### config.mk
export PLATFORM = sky130hd
export DESIGN_NAME = sha256_stream_hasher_core
export DESIGN_NICKNAME = d
export VERILOG_FILES = /design/src/design/sha_pkg.sv /design/src/design/sha_datapath.sv /design/src/design/sha_ctrl.sv /design/src/design/sha256_stream_hasher_core.sv
export SDC_FILE = /design/constraint.sdc
export NUM_CORES = 2
export LEC_CHECK = 0
export BUFFER_PORTS_ARGS = -buffer_cell sky130_fd_sc_hd__buf_2
export CORE_MARGIN = 2
export CORE_UTILIZATION = 40
export CTS_CLUSTER_DIAMETER = 40
export DETAILED_ROUTE_END_ITERATION = 16
export MAX_ROUTING_LAYER = met4
export PLACE_DENSITY_LB_ADDON = 0.08
export SLEW_MARGIN = 20
export SYNTH_ARGS = -nofsm -noshare
export SYNTH_HDL_FRONTEND = slang
export SYNTH_SLANG_ARGS = --single-unit
### constraint.sdc
create_clock -name i_clk -period 39 [get_ports i_clk]
set_input_delay 1.95 -clock i_clk [delete_from_list [all_inputs] [get_ports i_clk]]
set_output_delay 1.95 -clock i_clk [all_outputs]
set_load 0.05 [all_outputs]
### src/design/sha_pkg.sv
// Shared types and constants for the SHA-256 stream hasher.
// Holds round constants, initial hash values and controller command/status structs.
package sha_pkg;

    localparam logic [1:0] ACT_BYTE        = 2'd0;
    localparam logic [1:0] ACT_BYTE_FINISH = 2'd1;
    localparam logic [1:0] ACT_FINISH      = 2'd2;
    localparam logic [1:0] ACT_UNDEF       = 2'd3;

    localparam logic [7:0] PAD_BYTE  = 8'h80;
    localparam int unsigned LEN_POS  = 56;

    typedef struct packed {
        logic       put_byte;    // write byte at pos
        logic [7:0] put_data;
        logic [5:0] put_pos;
        logic       put_len;     // write length words 14/15
        logic       cnt_inc;
        logic       cnt_clr;
        logic       comp_start;  // load schedule and working vars
        logic       round;       // execute one round
        logic       comp_done;   // add working vars into hash
        logic       hash_iv;     // reload initial values
    } t_dp_cmd;

    typedef struct packed {
        logic [5:0] pos;         // byte_count mod 64
        logic [5:0] round_idx;
    } t_dp_stat;

    function automatic logic [31:0] iv_word(input logic [2:0] i);
        logic [31:0] v;
        unique case (i)
            3'd0: v = 32'h6a09e667;
            3'd1: v = 32'hbb67ae85;
            3'd2: v = 32'h3c6ef372;
            3'd3: v = 32'ha54ff53a;
            3'd4: v = 32'h510e527f;
            3'd5: v = 32'h9b05688c;
            3'd6: v = 32'h1f83d9ab;
            default: v = 32'h5be0cd19;
        endcase
        return v;
    endfunction

    localparam logic [31:0] ROUND_K [64] = '{
        32'h428a2f98, 32'h71374491, 32'hb5c0fbcf, 32'he9b5dba5,
        32'h3956c25b, 32'h59f111f1, 32'h923f82a4, 32'hab1c5ed5,
        32'hd807aa98, 32'h12835b01, 32'h243185be, 32'h550c7dc3,
        32'h72be5d74, 32'h80deb1fe, 32'h9bdc06a7, 32'hc19bf174,
        32'he49b69c1, 32'hefbe4786, 32'h0fc19dc6, 32'h240ca1cc,
        32'h2de92c6f, 32'h4a7484aa, 32'h5cb0a9dc, 32'h76f988da,
        32'h983e5152, 32'ha831c66d, 32'hb00327c8, 32'hbf597fc7,
        32'hc6e00bf3, 32'hd5a79147, 32'h06ca6351, 32'h14292967,
        32'h27b70a85, 32'h2e1b2138, 32'h4d2c6dfc, 32'h53380d13,
        32'h650a7354, 32'h766a0abb, 32'h81c2c92e, 32'h92722c85,
        32'ha2bfe8a1, 32'ha81a664b, 32'hc24b8b70, 32'hc76c51a3,
        32'hd192e819, 32'hd6990624, 32'hf40e3585, 32'h106aa070,
        32'h19a4c116, 32'h1e376c08, 32'h2748774c, 32'h34b0bcb5,
        32'h391c0cb3, 32'h4ed8aa4a, 32'h5b9cca4f, 32'h682e6ff3,
        32'h748f82ee, 32'h78a5636f, 32'h84c87814, 32'h8cc70208,
        32'h90befffa, 32'ha4506ceb, 32'hbef9a3f7, 32'hc67178f2
    };

endpackage

### src/design/sha_datapath.sv
// Datapath: block buffer, byte counter, message schedule, round logic, hash state.
// Depends on sha_pkg. Driven by sha_ctrl through t_dp_cmd.
module sha_datapath import sha_pkg::*; (
    input  logic           i_clk,
    input  logic           i_rst_n,
    input  t_dp_cmd        i_cmd,
    input  logic [2:0]     i_rd_idx,
    output t_dp_stat       o_stat,
    output logic [31:0]    o_hash_word
);

    logic [31:0] r_blk   [16];
    logic [31:0] r_w     [16];
    logic [31:0] r_v     [8];
    logic [31:0] r_h     [8];
    logic [60:0] r_cnt;
    logic [5:0]  r_rnd;

    function automatic logic [31:0] rotr(input logic [31:0] x, input int n);
        return (x >> n) | (x << (32 - n));
    endfunction

    logic [31:0] x2, x15, g0, g1, w_new, wt, s0, s1, ch, mj, t1, t2;
    logic [3:0]  slot;
    logic [3:0]  wi;
    logic [1:0]  bi;

    assign slot = r_rnd[3:0];
    assign x2   = r_w[4'(slot - 4'd2)];
    assign x15  = r_w[4'(slot - 4'd15)];
    assign g1   = rotr(x2, 17) ^ rotr(x2, 19) ^ (x2 >> 10);
    assign g0   = rotr(x15, 7) ^ rotr(x15, 18) ^ (x15 >> 3);
    assign w_new = g1 + r_w[4'(slot - 4'd7)] + g0 + r_w[slot];
    assign wt   = (r_rnd >= 6'd16) ? w_new : r_w[slot];
    assign s1   = rotr(r_v[4], 6) ^ rotr(r_v[4], 11) ^ rotr(r_v[4], 25);
    assign ch   = (r_v[4] & r_v[5]) ^ (~r_v[4] & r_v[6]);
    assign t1   = r_v[7] + s1 + ch + ROUND_K[r_rnd] + wt;
    assign s0   = rotr(r_v[0], 2) ^ rotr(r_v[0], 13) ^ rotr(r_v[0], 22);
    assign mj   = (r_v[0] & r_v[1]) ^ (r_v[0] & r_v[2]) ^ (r_v[1] & r_v[2]);
    assign t2   = s0 + mj;

    assign wi = i_cmd.put_pos[5:2];
    assign bi = i_cmd.put_pos[1:0];

    always_ff @(posedge i_clk) begin
        if (i_cmd.put_byte) begin
            unique case (bi)
                2'd0: r_blk[wi] <= {i_cmd.put_data, 24'd0};
                2'd1: r_blk[wi][23:16] <= i_cmd.put_data;
                2'd2: r_blk[wi][15:8]  <= i_cmd.put_data;
                default: r_blk[wi][7:0] <= i_cmd.put_data;
            endcase
        end
        if (i_cmd.put_len) begin
            r_blk[14] <= r_cnt[60:29];
            r_blk[15] <= {r_cnt[28:0], 3'd0};
        end
        if (i_cmd.comp_start) begin
            for (int i = 0; i < 16; i++) r_w[i] <= r_blk[i];
            for (int i = 0; i < 8; i++) r_v[i] <= r_h[i];
        end else if (i_cmd.round) begin
            r_w[slot] <= wt;
            r_v[7] <= r_v[6];
            r_v[6] <= r_v[5];
            r_v[5] <= r_v[4];
            r_v[4] <= r_v[3] + t1;
            r_v[3] <= r_v[2];
            r_v[2] <= r_v[1];
            r_v[1] <= r_v[0];
            r_v[0] <= t1 + t2;
        end
    end

    always_ff @(posedge i_clk) begin
        if (!i_rst_n || i_cmd.hash_iv) begin
            for (int i = 0; i < 8; i++) r_h[i] <= iv_word(3'(i));
        end else if (i_cmd.comp_done) begin
            for (int i = 0; i < 8; i++) r_h[i] <= r_h[i] + r_v[i];
        end
    end

    always_ff @(posedge i_clk) begin
        if (!i_rst_n) begin
            r_cnt <= '0;
            r_rnd <= '0;
        end else begin
            if (i_cmd.cnt_clr) r_cnt <= '0;
            else if (i_cmd.cnt_inc) r_cnt <= r_cnt + 61'd1;
            if (i_cmd.comp_start) r_rnd <= '0;
            else if (i_cmd.round) r_rnd <= r_rnd + 6'd1;
        end
    end

    assign o_stat.pos       = r_cnt[5:0];
    assign o_stat.round_idx = r_rnd;
    assign o_hash_word      = r_h[i_rd_idx];

endmodule

### src/design/sha_ctrl.sv
// Controller: sequences byte loads, padding, compressions and digest output.
// Depends on sha_pkg; commands sha_datapath through t_dp_cmd.
module sha_ctrl import sha_pkg::*; (
    input  logic        i_clk,
    input  logic        i_rst_n,
    input  logic        i_valid,
    output logic        o_stall,
    input  logic [1:0]  i_action,
    input  logic [7:0]  i_data_byte,
    input  t_dp_stat    i_stat,
    output t_dp_cmd     o_cmd,
    output logic [2:0]  o_rd_idx,
    output logic        o_valid,
    input  logic        i_stall,
    output logic [2:0]  o_word_index,
    output logic        o_last_word
);

    typedef enum logic [6:0] {
        ST_IDLE  = 7'b0000001,
        ST_LOAD  = 7'b0000010,  // compression loading
        ST_ROUND = 7'b0000100,
        ST_ADD   = 7'b0001000,
        ST_PAD   = 7'b0010000,  // 0x80 and zero-fill toward length field
        ST_LEN   = 7'b0100000,
        ST_OUT   = 7'b1000000
    } t_state;

    t_state     r_state, n_state;
    logic       r_fin, n_fin;       // finish pending after compression
    logic       r_final, n_final;   // compression in flight is the last one
    logic [5:0] r_pos, n_pos;       // padding position
    logic [2:0] r_idx, n_idx;
    // Set when padding wrapped into a second block: zero-fill of the next one.
    logic       r_pad_wrap, n_pad_wrap;

    logic acc;
    assign o_stall = (r_state != ST_IDLE);
    assign acc     = i_valid && !o_stall && (i_action != ACT_UNDEF);

    always_comb begin
        n_state = r_state;
        n_fin   = r_fin;
        n_final = r_final;
        n_pos   = r_pos;
        n_idx   = r_idx;
        o_cmd   = '0;
        unique case (r_state)
            ST_IDLE: begin
                if (acc) begin
                    if (i_action != ACT_FINISH) begin
                        o_cmd.put_byte = 1'b1;
                        o_cmd.put_data = i_data_byte;
                        o_cmd.put_pos  = i_stat.pos;
                        o_cmd.cnt_inc  = 1'b1;
                    end
                    n_fin = (i_action != ACT_BYTE);
                    priority if (i_action != ACT_FINISH && i_stat.pos == 6'd63) begin
                        n_final = 1'b0;
                        n_state = ST_LOAD;
                    end else if (i_action != ACT_BYTE) begin
                        n_pos   = (i_action == ACT_FINISH) ? i_stat.pos : 6'(i_stat.pos + 6'd1);
                        n_state = ST_PAD;
                        // 0x80 goes into the first pad slot
                        n_final = 1'b0;
                    end
                end
            end
            ST_PAD: begin
                o_cmd.put_byte = 1'b1;
                o_cmd.put_pos  = r_pos;
                o_cmd.put_data = r_fin ? PAD_BYTE : 8'd0;
                n_fin = 1'b0;
                n_pos = 6'(r_pos + 6'd1);
                // r_fin marks the 0x80 byte; afterwards fill zeros
                if (r_pos == 6'd63) begin
                    n_final = 1'b0;
                    n_state = ST_LOAD;
                end else if (r_pos == 6'(LEN_POS - 1)) begin
                    n_state = ST_LEN;
                end
            end
            ST_LEN: begin
                o_cmd.put_len = 1'b1;
                n_final = 1'b1;
                n_state = ST_LOAD;
            end
            ST_LOAD: begin
                o_cmd.comp_start = 1'b1;
                n_state = ST_ROUND;
            end
            ST_ROUND: begin
                o_cmd.round = 1'b1;
                if (i_stat.round_idx == 6'd63) n_state = ST_ADD;
            end
            ST_ADD: begin
                o_cmd.comp_done = 1'b1;
                priority if (r_final) begin
                    n_idx   = '0;
                    n_state = ST_OUT;
                end else if (r_fin) begin
                    n_pos   = 6'd0;  // byte after last full block, 0x80 at 0
                    n_state = ST_PAD;
                end else if (r_pad_wrap) begin
                    n_pos   = 6'd0;
                    n_state = ST_PAD;
                end else begin
                    n_state = ST_IDLE;
                end
            end
            ST_OUT: begin
                if (!i_stall) begin
                    n_idx = 3'(r_idx + 3'd1);
                    if (r_idx == 3'd7) begin
                        o_cmd.hash_iv = 1'b1;
                        o_cmd.cnt_clr = 1'b1;
                        n_state = ST_IDLE;
                    end
                end
            end
            default: n_state = ST_IDLE;
        endcase
    end

    always_comb begin
        n_pad_wrap = r_pad_wrap;
        if (r_state == ST_PAD && r_pos == 6'd63) n_pad_wrap = 1'b1;
        if (r_state == ST_ADD) n_pad_wrap = 1'b0;
    end

    always_ff @(posedge i_clk) begin
        if (!i_rst_n) begin
            r_state    <= ST_IDLE;
            r_fin      <= 1'b0;
            r_final    <= 1'b0;
            r_pos      <= '0;
            r_idx      <= '0;
            r_pad_wrap <= 1'b0;
        end else begin
            r_state    <= n_state;
            r_fin      <= n_fin;
            r_final    <= n_final;
            r_pos      <= n_pos;
            r_idx      <= n_idx;
            r_pad_wrap <= n_pad_wrap;
        end
    end

    assign o_rd_idx     = r_idx;
    assign o_valid      = (r_state == ST_OUT);
    assign o_word_index = r_idx;
    assign o_last_word  = (r_idx == 3'd7);

endmodule

### src/design/sha256_stream_hasher_core.sv
// SHA-256 over a byte stream; one byte per input transfer, eight digest words out.
// Input: a byte is taken whenever idle; every 64th byte starts a compression, stalling input.
// Finish: padding fill, then one or two compressions, then the digest words out.
// Throughput: one round per cycle in the shared round unit sets the compression time.
// Reset: synchronous active-low; hash state returns to the initial values.
module sha256_stream_hasher_core import sha_pkg::*; (
    input  logic        i_clk,
    input  logic        i_rst_n,
    input  logic        i_valid,
    output logic        o_stall,
    input  logic [1:0]  i_action,
    input  logic [7:0]  i_data_byte,
    output logic        o_valid,
    input  logic        i_stall,
    output logic [31:0] o_digest_word,
    output logic [2:0]  o_word_index,
    output logic        o_last_word
);

    t_dp_cmd    cmd;
    t_dp_stat   stat;
    logic [2:0] rd_idx;

    sha_ctrl u_ctrl (
        .i_clk, .i_rst_n, .i_valid, .o_stall, .i_action, .i_data_byte,
        .i_stat(stat), .o_cmd(cmd), .o_rd_idx(rd_idx),
        .o_valid, .i_stall, .o_word_index, .o_last_word
    );

    sha_datapath u_dp (
        .i_clk, .i_rst_n, .i_cmd(cmd), .i_rd_idx(rd_idx),
        .o_stat(stat), .o_hash_word(o_digest_word)
    );

`ifndef ASSERT_OFF
    a_last_idx: assert property (@(posedge i_clk) disable iff (!i_rst_n)
        o_valid |-> (o_last_word == (o_word_index == 3'd7)))
        else $error("last_word mismatch");
    a_busy_out: assert property (@(posedge i_clk) disable iff (!i_rst_n)
        o_valid |-> o_stall)
        else $error("input taken during output");
    a_idx_step: assert property (@(posedge i_clk) disable iff (!i_rst_n)
        (o_valid && !i_stall && o_word_index != 3'd7) |=>
            (o_valid && o_word_index == $past(o_word_index) + 3'd1))
        else $error("word index skipped");
`endif

endmodule

**Word-level counts from Yosys, hierarchy flattened**

Memory sizes are Yosys's and may differ from the RTL's. A register that Yosys moved wholly into a read port is not among the register bits.
Cells that the tools add are included.
W data, S select, Z words.

- Register bits after elaboration: 86
- Bits in writable memories: 1536
- ROM bits: 2048
- Input bits: 14
- Word-level logic and storage cells: 251
- Memories kept: 5

- Add/subtract/negate cells: 26
- Order comparisons: 2
- Equality and inequality tests: 30
- Multiplexer cells: 108
- Bitwise logic cells: 48
- Reductions and logical operators: 24

Memories:

| memory | words | bits a word | read ports | clocked after Yosys merged registers in | wr ports | RTL line | source |
|---|---|---|---|---|---|---|---|
| (name not given) | 64 | 32 | 1 | 0 | 0 | sha_datapath.sv:37 | `assign t1 = r_v[7] + s1 + ch + ROUND_K[r_rnd] + wt;` |
| u_dp.r_blk | 16 | 32 | 16 | 0 | 2 | sha_datapath.sv:12 | `logic [31:0] r_blk [16];` |
| u_dp.r_w | 16 | 32 | 4 | 1 | 16 | sha_datapath.sv:13 | `logic [31:0] r_w [16];` |
| u_dp.r_h | 8 | 32 | 9 | 1 | 8 | sha_datapath.sv:15 | `logic [31:0] r_h [8];` |
| u_dp.r_v | 8 | 32 | 8 | 0 | 8 | sha_datapath.sv:14 | `logic [31:0] r_v [8];` |

Operators with widths:

| operator | number |
|---|---|
| $mux W32 | 29 |
| $add A32 B32 Y32 | 18 |
| $xor A32 B32 Y32 | 9 |
| $and A32 B32 Y32 | 5 |
| $reduce_or A32 Y1 | 2 |
| $mux W7 | 9 |
| $add A61 B1 Y61 const B | 1 |
| $pmux W7 S7 | 1 |
| $mux W6 | 7 |
| $mux W1 | 40 |
| $mux W8 | 4 |
| $not A32 Y32 | 1 |
| $or A10 B32 Y32 | 1 |
| $or A13 B32 Y32 | 1 |
| $or A14 B32 Y32 | 1 |
| $or A15 B32 Y32 | 1 |
| $or A19 B32 Y32 | 1 |
| $or A21 B32 Y32 | 1 |
| $or A25 B32 Y32 | 1 |
| $or A26 B32 Y32 | 1 |
| $or A30 B32 Y32 | 1 |
| $or A7 B32 Y32 | 1 |
| $xor A32 B22 Y32 | 1 |
| $xor A32 B29 Y32 | 1 |
| other kinds (46) | 100 |

**Depth between registers and ports, before layout**

- Word-level depth: 13
- Depth in mapped cells: 58

**By module**

A second synthesis with hierarchy kept.

- Cells, all modules: 9077
- Area total of the unflattened synthesis: 103365.4 µm²

Modules (own cells, without submodules):

| module | instances | cells an instance | area an instance (µm²) | sequential area each (µm²) |
|---|---|---|---|---|
| sha_datapath | 1 | 8901 | 101934.0 | 47515.6 |
| sha_ctrl | 1 | 176 | 1431.4 | 380.4 |

**Worst setup path after synthesis**

Ideal clock, no wire load.

- Path type: register -> register
- Start: reg u_dp.r_rnd[1]
- End: mem u_dp.r_v[0][31] (data pin)
- Arrival time: 12017 ps
- Required time: 38733 ps
- Slack: 26717 ps
- Cell stages (with the launch flop): 54
- Buffers on the path: 6
- Period minus slack after synthesis: 12283 ps
- Path through: dfxtp_1 buf_2 clkbuf_1 clkinv_1 ha_1 clkbuf_1 buf_1 buf_1 mux4_2 mux4_2 xor2_1 xnor2_1 fa_1 inv_1 ha_1 fa_1 a211oi_1 nor2_1 [18 not listed] a21oi_1 a21o_1 a21oi_1 xnor2_1 inv_1 fa_1 inv_1 ha_1 nand2_1 nor2_1 o21ai_0 a21oi_1 a211oi_1 o21ai_0 a21oi_1 xnor2_1 xnor2_1 o21ai_0

RTL lines:

| element | RTL line | source |
|---|---|---|
| from (decl) | sha_datapath.sv:17 | `logic [5:0] r_rnd;` |
| from (signal assigned) | sha_datapath.sv:90 | `else if (i_cmd.round) r_rnd <= r_rnd + 6'd1;` |
| to (decl) | sha_datapath.sv:14 |  |

==> summary.md <==
| Metric | Value |
|---|---|
| I/O Pins | `52` |
| # nets final | `9,677` |
| Commonest non-fill, non-tap cell in the layout | `edfxtp_1` |
| Synthesis Warnings | `0` |
| Setup bufs post-CTS | `0` |
| Die Ht | `510 um` |
| Routed wire length | `408 mm` |
| Mapped Area | `102,000 um2` |
| Leading area contributor after synthesis | `edfxtp_1` |
| Max-slew headroom | `0.160` |
| Final global-route overflow total | `0` |
| Synth unique cells | `96` |
| Critical path required time | `39.60 ns` |
| Post-route core utilization | `0.465` |
| Gr usage total | `0.319` |
| Post-synthesis sequential area ratio | `0.468` |
| LEAKAGE | `44.3 nW` |
| Ys flop type | `edfxtp_1` |
| Reg2reg setup slack | `24.66 ns` |
| Root Driver | `clkbuf_16` |
| Via density | `6.07` |
| Core area | `254,000 um2` |
| Routed via count | `77,165` |
| DRC viols | `0` |
| TNS Setup | `0 ns` |
| Critical path class | `flop to flop` |
| Largest net degree at the start of global routing | `126` |
| Clock Skew | `0.0805 ns` |
| Die Wd | `510 um` |
| Post-synth top area share | `0.449` |
| Clock Latency Late Sink | `0.90 ns` |
| Fin crit period | `14.34 ns` |
| Worst R2R Path Depth | `44` |
| Most frequent cells in the layout | `edfxtp_1, nand2_1, o21ai_0` |
| Die ar. | `260,000 um2` |
| Syn Inst Count | `8,999` |
| Status | `finished clean` |
| Port bufs | `51` |
| CP arrival | `14.94 ns` |
| Power, Total | `8.89 mW` |
| Fraction of layout cells with a size suffix above 1 | `0.171` |
| Hold Vio Cnt, Final | `0` |
| Clock-pin slew on the worst setup and hold paths | `0.05 ns` |
| MaxCap Viol Count | `0` |
| Critical path startpoint category | `flop` |
| Hold depth | `2` |
| EDFF count, synth | `1,533` |
| Buffer levels on the longest clock path | `4` |
| Post-CTS sizing | `0` |
| GP Congestion | `0.984` |
| Initial Utilization | `0.403` |
| Crit share post-route | `0.368` |
| Number of global-route vias before repair | `75,913` |
| Worst Hold Class | `flop to flop` |
| Mean area per synthesized cell | `11.4 um2` |
| Max stage delay on crit path | `0.95 ns` |
| CTS tree | `built` |
| Worst reg2reg endpoint | `u_dp.r_v[0][31]` |
| Hold EP | `u_ctrl.r_pad_wrap` |
| Worst r2r src | `u_dp.r_rnd[1]` |
| Final HPWL DP | `289 mm` |
| Ys async rst share | `0` |
| Synth top area cells | `edfxtp_1, mux4_2, nand2_1, ha_1, o21ai_0` |
| Clock Sinks | `1,629` |
| Setup violators final | `0` |
| Slew @ Worst Pin | `1.26 ns` |
| RSZ-0062 raised after global routing | `false` |
| Fin area | `118,000 um2` |
| Slew Viols, Final | `0` |
| Crit end category | `flop` |
| Sequential Area | `48,000 um2` |
| FILL cells | `23,175` |
| Peak supply drop | `84.6 uV` |
| First-pass GRT wire length | `571 mm` |
| Multi-input logic area | `51,400 um2` |
| Slowest-stage cell, CP | `ha_4` |
| DRT Pass-1 Iters | `8` |
| Area Overhead vs Synth | `15.5%` |
| Synthesized net count | `9,604` |
| Row cnt | `185` |
| Hold_sp | `u_ctrl.r_pad_wrap` |
| Antenna viol nets, final | `0` |
| Iter 0 DRT Violations | `9,236` |
| Wire per inst | `32.1 um` |
| Hold-fix buffers, CTS | `0` |
| Area after DPL | `107,000 um2` |
| CTS buffer count | `331` |
| H-tree Lvls | `5` |
| Peak Freq | `69.7 MHz` |
| #FFs+latches synth | `1,629` |
| Worst-path maximum fanout | `33` |
| Initial antenna violation count | `11` |
| Power Dens Cells | `75.2 nW/um2` |
## where the power goes
part           leakage (nW)  switching, mW  internal, mW
logic                  24.2           2.39          1.59
registers              14.7         0.0594          1.98
clock network          5.37           1.01          1.86
total                  44.3           3.46          5.43
## how the worst max path moves through the flow
stage	to	cells after the start	from
5_1_grt	u_dp.r_v[0][31]	42	u_dp.r_rnd[1]
4_1_cts	u_dp.r_v[0][31]	46	u_dp.r_rnd[1]
3_5_place_dp	u_dp.r_v[0][31]	47	u_dp.r_rnd[0]
2_1_floorplan	u_dp.r_v[0][31]	53	u_dp.r_rnd[1]
3_3_place_gp	u_dp.r_v[0][31]	47	u_dp.r_rnd[0]
6_report	u_dp.r_v[0][31]	44	u_dp.r_rnd[1]
## metrics by stage
stage	instances	hold slack (ns)	setup WS [ns]
floorplan	8999	0.435	26.72
global placement	12104	0.447	24.56
detailed placement	12105	0.455	24.83
CTS	12701	0.461	24.76
global route	12705	0.486	23.87
finish	12707	0.456	24.66
## state kept, by name, indices dropped and copies added, names as in the netlist, named ones only
name               count
u_dp.r_rnd             6
u_ctrl.r_fin           1
u_dp.r_v             256
u_dp.r_w             512
u_ctrl.o_rd_idx        3
u_dp.r_h             256
u_dp.r_blk           512
u_ctrl.r_state         7
u_ctrl.r_pad_wrap      1
u_ctrl.r_final         1
u_ctrl.r_pos           6
u_dp.r_cnt            61
## cell type report
type                       instances  share of cell area
antenna                            6            0.000127
clock buffer                     371              0.0725
inverter                         460              0.0146
multi-input combinational       6387               0.434
tap                             3366              0.0356
timing repair buffer             263              0.0161
sequential                      1629               0.406
clock inverter                   225              0.0215
## logic make-up (layout without fill, tap and decap cells)
logic type | after synthesis | in the layout | share of synthesized area
flip-flops | 1629 | 1629 | 0.468
AO/OA/AOI/OAI | 1920 | 1920 | 0.112
buffers and inverters | 983 | 1319 | 0.0367
other | 0 | 6 | 0
XOR/XNOR | 622 | 622 | 0.0538
AND/OR/NAND/NOR | 2578 | 2578 | 0.106
multiplexers | 671 | 671 | 0.137
adder cells (fa/ha/maj) | 596 | 596 | 0.0869
## layer usage
layer / vias to the layer above / GRT usage / routed length, um
met5: - / - / 0
met4: 0 / 0.183 / 28500
met3: 968 / 0.0540 / 31000
met2: 3916 / 0.509 / 193000
met1: 39094 / 0.384 / 156000
li1: 33187 / - / -
## cells in the mapped netlist, types with 11 or more instances
master    number
a21boi_0      30
nand2_1     1495
nor3_1        75
or3_1         29
nand3b_1      12
o211ai_1      29
o31ai_1       25
o21a_1        56
buf_2         22
nand2b_1      65
a211o_1       12
xnor2_1      338
o21ai_0      794
nand3_1      107
o21ai_1       17
nor3b_1       11
mux4_2       568
o21bai_1      49
xor2_1       278
a31oi_1       33
o22ai_1       15
a22o_1        12
buf_1         61
and2_1        26
and3_1        43
fa_1         195
ha_1         396
edfxtp_1    1533
dfxtp_1       96
a211oi_1      33
a21oi_1      443
nor2_1       565
mux2_2        37
clkbuf_1     433
mux2i_1       55
nor2b_1       70
or2_2         15
nand4_1       35
a21o_1       232
inv_1        456
## critical path: cells and delay by family, from the launching register on
| family | cells | cell delay [ns] |
|---|---|---|
| AO/OA/AOI/OAI | 14 | 4.31 |
| XOR/XNOR | 5 | 0.85 |
| adder cells (fa/ha/maj) | 8 | 3.74 |
| buffers and inverters | 6 | 1.73 |
| flip-flops | 1 | 0.61 |
| multiplexers | 2 | 1.21 |
| AND/OR/NAND/NOR | 9 | 1.43 |
No activity file was read; power rests on OpenSTA's default activity.
